$ cat src/hdl/maze_carver_top_defines.svh
// Assertion macros used by the maze carver top level.
`ifndef MAZE_CARVER_TOP_DEFINES_SVH
`define MAZE_CARVER_TOP_DEFINES_SVH

// Same-cycle implication, clocked on clk_i and quiet while rst_ni is low.
`define MZC_ASSERT_HOLDS(lbl, ante, cons, msg) \
  lbl: assert property (@(posedge clk_i) disable iff (!rst_ni) (ante) |-> (cons)) \
    else $error(msg);

// Next-cycle implication, clocked on clk_i and quiet while rst_ni is low.
`define MZC_ASSERT_NEXT(lbl, ante, cons, msg) \
  lbl: assert property (@(posedge clk_i) disable iff (!rst_ni) (ante) |=> (cons)) \
    else $error(msg);

`endif

$ cat src/hdl/mzc_pkg.sv
// Shared types, constants and helpers of the maze carver.
`timescale 1ns / 1ps
`default_nettype none
package mzc_pkg;

  localparam int MZC_MAX_COLS = 64;
  localparam int MZC_MAX_ROWS = 64;

  localparam int CFG_IDX_W  = 2;
  localparam int CFG_DATA_W = 16;
  localparam int GRID_DIM_W = 7;

  localparam logic [CFG_IDX_W-1:0] CFG_GRID_WIDTH  = 2'd0;
  localparam logic [CFG_IDX_W-1:0] CFG_GRID_HEIGHT = 2'd1;
  localparam logic [CFG_IDX_W-1:0] CFG_RANDOM_SEED = 2'd2;

  localparam logic [GRID_DIM_W-1:0] GRID_DIM_RESET = 7'd64;

  localparam logic [1:0] OP_GENERATE = 2'd0;
  localparam logic [1:0] OP_CARVE    = 2'd1;
  localparam logic [1:0] OP_READ     = 2'd2;

  localparam logic [1:0] DIR_PX = 2'd0;
  localparam logic [1:0] DIR_PY = 2'd1;
  localparam logic [1:0] DIR_MX = 2'd2;
  localparam logic [1:0] DIR_MY = 2'd3;

  localparam logic [2:0]  DIR_COUNT  = 3'd4;
  localparam logic [15:0] LFSR_TAPS  = 16'hB400;
  localparam logic [15:0] LFSR_RESET = 16'h0001;

  typedef struct packed {
    logic [1:0] opcode;
    logic [5:0] cell_x;
    logic [5:0] cell_y;
  } req_t;

  typedef struct packed {
    logic cell_wall;
    logic status;
  } rsp_t;

  typedef enum logic [3:0] {
    ST_CLEAR,
    ST_IDLE,
    ST_DECODE,
    ST_RWAIT,
    ST_FILL,
    ST_OPEN,
    ST_SCAN,
    ST_CSTART,
    ST_TRY,
    ST_RFAR,
    ST_CHK,
    ST_MOVE,
    ST_DONE
  } state_e;

  // Controller -> datapath commands.
  typedef struct packed {
    logic latch_req;
    logic clr_step;
    logic fill_init;
    logic fill_step;
    logic open_origin;
    logic scan_init;
    logic scan_row;
    logic scan_next;
    logic walk_start;
    logic walk_from_scan;
    logic rd_cell;
    logic rd_far;
    logic mid_capture;
    logic wr_mid;
    logic wr_far_move;
    logic try_fail;
    logic set_status;
    logic set_wall;
    logic load_out;
  } cmd_t;

  // Datapath -> controller status.
  typedef struct packed {
    logic [1:0] op;
    logic       cell_out;
    logic       grid_nonempty;
    logic       fill_last;
    logic       scan_x_end;
    logic       scan_y_end;
    logic       tries_zero;
    logic       step_ok;
    logic       both_walls;
    logic       clr_last;
  } stat_t;

  // Galois LFSR, one right shift.
  function automatic logic [15:0] lfsr_next(input logic [15:0] cur);
    logic [15:0] nxt;
    nxt = {1'b0, cur[15:1]};
    if (cur[0]) begin
      nxt = nxt ^ LFSR_TAPS;
    end
    return nxt;
  endfunction

endpackage
`default_nettype wire

$ cat src/hdl/mzc_ctrl.sv
// Sequencing state machine of the maze carver.
`timescale 1ns / 1ps
`default_nettype none
module mzc_ctrl (
  input  wire logic           clk_i,
  input  wire logic           rst_ni,
  input  wire logic           req_valid_i,
  output      logic           req_ready_o,
  input  wire logic           rsp_ready_i,
  output      logic           rsp_valid_o,
  input  wire mzc_pkg::stat_t stat_i,
  output      mzc_pkg::cmd_t  cmd_o
);

  mzc_pkg::state_e state_q, state_d;
  logic            out_valid_q, out_valid_d;
  logic            gen_mode;
  logic            out_free;

  assign gen_mode = (stat_i.op == mzc_pkg::OP_GENERATE);
  assign out_free = !out_valid_q || rsp_ready_i;

  always_ff @(posedge clk_i or negedge rst_ni) begin
    if (!rst_ni) begin
      state_q     <= mzc_pkg::ST_CLEAR;
      out_valid_q <= 1'b0;
    end else begin
      state_q     <= state_d;
      out_valid_q <= out_valid_d;
    end
  end

  // Next state
  always_comb begin
    state_d = state_q;
    unique case (state_q)
      mzc_pkg::ST_CLEAR: begin
        if (stat_i.clr_last) state_d = mzc_pkg::ST_IDLE;
      end
      mzc_pkg::ST_IDLE: begin
        if (req_valid_i) state_d = mzc_pkg::ST_DECODE;
      end
      mzc_pkg::ST_DECODE: begin
        unique case (stat_i.op)
          mzc_pkg::OP_GENERATE: begin
            state_d = stat_i.grid_nonempty ? mzc_pkg::ST_FILL : mzc_pkg::ST_OPEN;
          end
          mzc_pkg::OP_CARVE: begin
            state_d = stat_i.cell_out ? mzc_pkg::ST_DONE : mzc_pkg::ST_CSTART;
          end
          mzc_pkg::OP_READ: begin
            state_d = stat_i.cell_out ? mzc_pkg::ST_DONE : mzc_pkg::ST_RWAIT;
          end
          default: begin
            state_d = mzc_pkg::ST_DONE;
          end
        endcase
      end
      mzc_pkg::ST_RWAIT: state_d = mzc_pkg::ST_DONE;
      mzc_pkg::ST_FILL: begin
        if (stat_i.fill_last) state_d = mzc_pkg::ST_OPEN;
      end
      mzc_pkg::ST_OPEN: state_d = mzc_pkg::ST_SCAN;
      mzc_pkg::ST_SCAN: begin
        priority if (stat_i.scan_y_end) begin
          state_d = mzc_pkg::ST_DONE;
        end else if (!stat_i.scan_x_end) begin
          state_d = mzc_pkg::ST_CSTART;
        end
      end
      mzc_pkg::ST_CSTART: state_d = mzc_pkg::ST_TRY;
      mzc_pkg::ST_TRY: begin
        priority if (stat_i.tries_zero) begin
          state_d = gen_mode ? mzc_pkg::ST_SCAN : mzc_pkg::ST_DONE;
        end else if (stat_i.step_ok) begin
          state_d = mzc_pkg::ST_RFAR;
        end
      end
      mzc_pkg::ST_RFAR: state_d = mzc_pkg::ST_CHK;
      mzc_pkg::ST_CHK: begin
        state_d = stat_i.both_walls ? mzc_pkg::ST_MOVE : mzc_pkg::ST_TRY;
      end
      mzc_pkg::ST_MOVE: state_d = mzc_pkg::ST_TRY;
      mzc_pkg::ST_DONE: begin
        if (out_free) state_d = mzc_pkg::ST_IDLE;
      end
      default: state_d = mzc_pkg::ST_CLEAR;
    endcase
  end

  // Outputs
  always_comb begin
    cmd_o       = '0;
    req_ready_o = 1'b0;
    unique case (state_q)
      mzc_pkg::ST_CLEAR: cmd_o.clr_step = 1'b1;
      mzc_pkg::ST_IDLE: begin
        req_ready_o     = 1'b1;
        cmd_o.latch_req = req_valid_i;
      end
      mzc_pkg::ST_DECODE: begin
        cmd_o.fill_init  = gen_mode;
        cmd_o.rd_cell    = 1'b1;
        cmd_o.set_status = stat_i.cell_out &&
                           (stat_i.op == mzc_pkg::OP_CARVE || stat_i.op == mzc_pkg::OP_READ);
      end
      mzc_pkg::ST_RWAIT: cmd_o.set_wall = 1'b1;
      mzc_pkg::ST_FILL:  cmd_o.fill_step = 1'b1;
      mzc_pkg::ST_OPEN: begin
        cmd_o.open_origin = 1'b1;
        cmd_o.scan_init   = 1'b1;
      end
      mzc_pkg::ST_SCAN: begin
        cmd_o.scan_row = !stat_i.scan_y_end && stat_i.scan_x_end;
      end
      mzc_pkg::ST_CSTART: begin
        cmd_o.walk_start     = 1'b1;
        cmd_o.walk_from_scan = gen_mode;
      end
      mzc_pkg::ST_TRY: begin
        cmd_o.scan_next = stat_i.tries_zero && gen_mode;
        cmd_o.try_fail  = !stat_i.tries_zero && !stat_i.step_ok;
      end
      mzc_pkg::ST_RFAR: begin
        cmd_o.rd_far      = 1'b1;
        cmd_o.mid_capture = 1'b1;
      end
      mzc_pkg::ST_CHK: begin
        cmd_o.wr_mid   = stat_i.both_walls;
        cmd_o.try_fail = !stat_i.both_walls;
      end
      mzc_pkg::ST_MOVE: cmd_o.wr_far_move = 1'b1;
      mzc_pkg::ST_DONE: cmd_o.load_out = out_free;
      default: cmd_o = '0;
    endcase
  end

  always_comb begin
    out_valid_d = out_valid_q;
    if (cmd_o.load_out) begin
      out_valid_d = 1'b1;
    end else if (rsp_ready_i) begin
      out_valid_d = 1'b0;
    end
  end

  assign rsp_valid_o = out_valid_q;

endmodule
`default_nettype wire

$ cat config.mk
export PLATFORM = sky130hd
export DESIGN_NAME = mzc_ctrl
export DESIGN_NICKNAME = d
export VERILOG_FILES = /design/src/hdl/maze_carver_top_defines.svh /design/src/hdl/mzc_pkg.sv /design/src/hdl/mzc_ctrl.sv
export SDC_FILE = /design/constraint.sdc
export NUM_CORES = 1
export LEC_CHECK = 0
export BUFFER_PORTS_ARGS = -buffer_cell sky130_fd_sc_hd__buf_2
export CORE_MARGIN = 10
export CORE_UTILIZATION = 46
export CTS_BUF_LIST = sky130_fd_sc_hd__clkbuf_4 sky130_fd_sc_hd__clkbuf_8
export CTS_CLUSTER_SIZE = 28
export DETAILED_ROUTE_END_ITERATION = 6
export PLACE_DENSITY = 0.81
export SLEW_MARGIN = 5
export SYNTH_ARGS = -nofsm -noshare
export SYNTH_HDL_FRONTEND = slang
export SYNTH_SLANG_ARGS = --single-unit
$ cat constraint.sdc
create_clock -name clk_i -period 2.5 [get_ports clk_i]
set_input_delay 0.5 -clock clk_i [delete_from_list [all_inputs] [get_ports clk_i]]
set_output_delay 0.5 -clock clk_i [all_outputs]
set_load 0.02 [all_outputs]
==> results.toml <==
[setup_path]
cp-startpoint = "state_q[2]"
crit_end = "cmd_o[12]"
rr_endpoint = "state_q[3]"
slowest_delay_ns = 0.62
crit_type = "reg -> out"
critPathArrivalTime_ns = 1.83
worst_setup_path_start_kind = "flip-flop"
cpMaxStageDelayCell = "dfrtp_1"
cp_max_fo = 16
r2r_cells = 4
ff2ff_setup_slack_ns = 0.54
endpoint_kind = "output port"
cp_cell_sequence = "nand2b_1 -> or4_4 -> inv_1 -> buf_2"
required_ns = 2.00
regToRegStartpoint = "state_q[2]"

[drt]
drc = 0
ant_nets = 0
drtPass1Iterations = 4
drt_iter0_markers = 27
vias = 815
routed_wl_mm = 2.11
routed_via_density = 5.78
post_drt_wl_per_cell_um = 15.0

[cts]
numCtsBuffers = 3
cts_setup_buffers = 0
holdBufCountCts = 0
root_buffer = "clkbuf_4"
htreeDepth = 1
cts.repair.resized = 0
clockBufferDepth = 2
cts.reportedPaths.clkPinSlew_ns = 0.04
cts_tree = "done"
insertion_delay_ns = 0.23
cts_sinks = 5

[logic_synthesis]
ys_ff_latch = 5
yosysSeqAreaShare = 0.176
syn-instance-count = 94
synth.avg_cell_area_um2 = 7.57
syn_nets = 114
yosys_warnings = 0
synthesis.area_um2 = 712
synth_cell_types = 38

[grt]
grt_pass1_vias = 823
grtUsageTotal = 0.118
grt_max_degree = 17
grt_pass1_wl_mm = 3.44
grt.overflow.total = 0
antenna_found_initial = 0

[placement]
dp_slack_ns = 0.434
place_area_um2 = 856
hpwl_mm = 1.75
gp_congestion = 0.802
portBuffers = 35

[cells_and_area]
diodes = 0
drive_gt1_frac = 0.360
finalInstanceArea_um2 = 886
utilization = 0.595
synthToLayoutAreaGrowth_pct = 24.4
nNetsFinal = 146

[timing]
max-slew-margin-rel = 0.675
fin_crit_sh = 0.934
fin_ws_ns = 0.166
rsz0062_at_grt = "false"
fin_skew_ns = 0.00177
finalHoldViolations = 0
tightest_slew_ns = 0.475
finalSetupViolations = 0
finalSetupTns_ns = 0
slew_viol_final = 0
final.min_clock_period_ns = 2.33
max_freq_mhz = 428

[min_path]
hold_class = "in -> async"

[floorplan]
die_h_um = 59.3
initial_core_util = 0.478
ios = 36
core_mm2 = 0.00149
die_area_mm2 = 0.00352
die_width_um = 59.3
rows = 14

[power]
vdd_ir_drop_max_v = 0.000656
power_leakage_uw = 0.000465
power_density_mw_per_mm2 = 956

[job]
cap_violations = 0

[outcome]
outcome = "completed"
worst min path at each step:
stage	start	end	slack, ns
2_1_floorplan	rst_ni	rsp_valid_o	0.20
3_3_place_gp	rst_ni	rsp_valid_o	0.31
3_5_place_dp	rst_ni	state_q[1]	0.31
4_1_cts	rst_ni	state_q[1]	0.06
5_1_grt	rst_ni	state_q[1]	0.07
6_report	rst_ni	rsp_valid_o	0.07
stage by stage:
step	total power, uW	hold WS, ns	std cells
2_1_floorplan	624	0.204	94
3_3_place_gp	729	0.312	137
3_5_place_dp	742	0.314	137
4_1_cts	849	0.0614	141
5_1_grt	920	0.0695	141
6_report	847	0.0684	141
per-layer routing:
layer / vias to the layer above / global-route usage / part of all wire
li1: 401 / - / -
met1: 382 / 0.126 / 0.37
met2: 28 / 0.207 / 0.54
met3: 4 / 0.0258 / 0.076
met4: 0 / 0.0656 / 0.011
met5: - / 0 / 0
where the power goes:
part	internal (uW)	switching (uW)	leakage [uW]
Clock	71.0	29.9	0.0000184
Combinational	210	330	0.000383
Sequential	116	88.8	0.0000640
flip-flops by register name, indices dropped and copies added, names as in the netlist:
register,count
rsp_valid_o,1
state_q,4
Yosys cell counts:
cell,n,area share
inv_1,9,0.047
nor2_1,9,0.047
nand2b_1,6,0.053
dfrtp_1,5,0.18
ha_1,5,0.088
nand2_1,5,0.026
a21oi_1,4,0.028
buf_4,4,0.042
nor3_1,4,0.028
o21ai_0,4,0.028
a311oi_1,3,0.037
nor4_1,3,0.026
o31ai_1,3,0.032
and2_1,2,0.018
and3_1,2,0.018
buf_2,2,0.014
clkbuf_1,2,0.011
nor2b_1,2,0.018
a2111o_1,1,0.016
a2111oi_0,1,0.012
a211oi_1,1,0.011
a21boi_0,1,0.011
a31oi_1,1,0.0088
a32oi_1,1,0.012
buf_6,1,0.016
mux2_1,1,0.016
nand3_1,1,0.0070
nand3b_1,1,0.011
nand4_2,1,0.018
nor3b_1,1,0.011
nor4b_2,1,0.021
o21ba_2,1,0.014
o21bai_1,1,0.011
o32a_1,1,0.014
or2_1,1,0.0088
or3b_1,1,0.012
or4_4,1,0.016
or4b_4,1,0.019
cell usage in the layout, fill, tap and decap left out, types with 2 or more instances in the layout:
cell type  instances
nor4_1             3
o21ai_0            4
o31ai_1            3
nor2_1             9
inv_1              9
clkbuf_4           4
and3_1             2
dfrtp_1            5
and2_1             2
a21oi_1            4
buf_2             35
nand2b_1           6
ha_1               5
nor2b_1            2
nand2_1            5
nor3_1             4
a311oi_1           3
worst max-delay path: cells and delay by family, from the launching register on:
kind,cells,cell delay (ns)
buf+inv,2,0.21
flops,1,0.62
simple gates,2,0.76
area by class of cell:
class                   count  area, um^2
fillers                   147         603
multi-input cells          71         494
repair buffers             36         183
flip-flops and latches      5         125
inverters                   9        33.8
clock buffers               4        30.0
well taps                  16        20.0
cells by family after synthesis:
kind of cell | count (synthesis) | share of synthesized area
compound gates | 23 | 0.234
fa+ha+maj | 5 | 0.0879
buf+inv | 18 | 0.130
flops | 5 | 0.176
mux | 1 | 0.0158
simple gates | 42 | 0.357
Power figures use the tool's default switching activity.
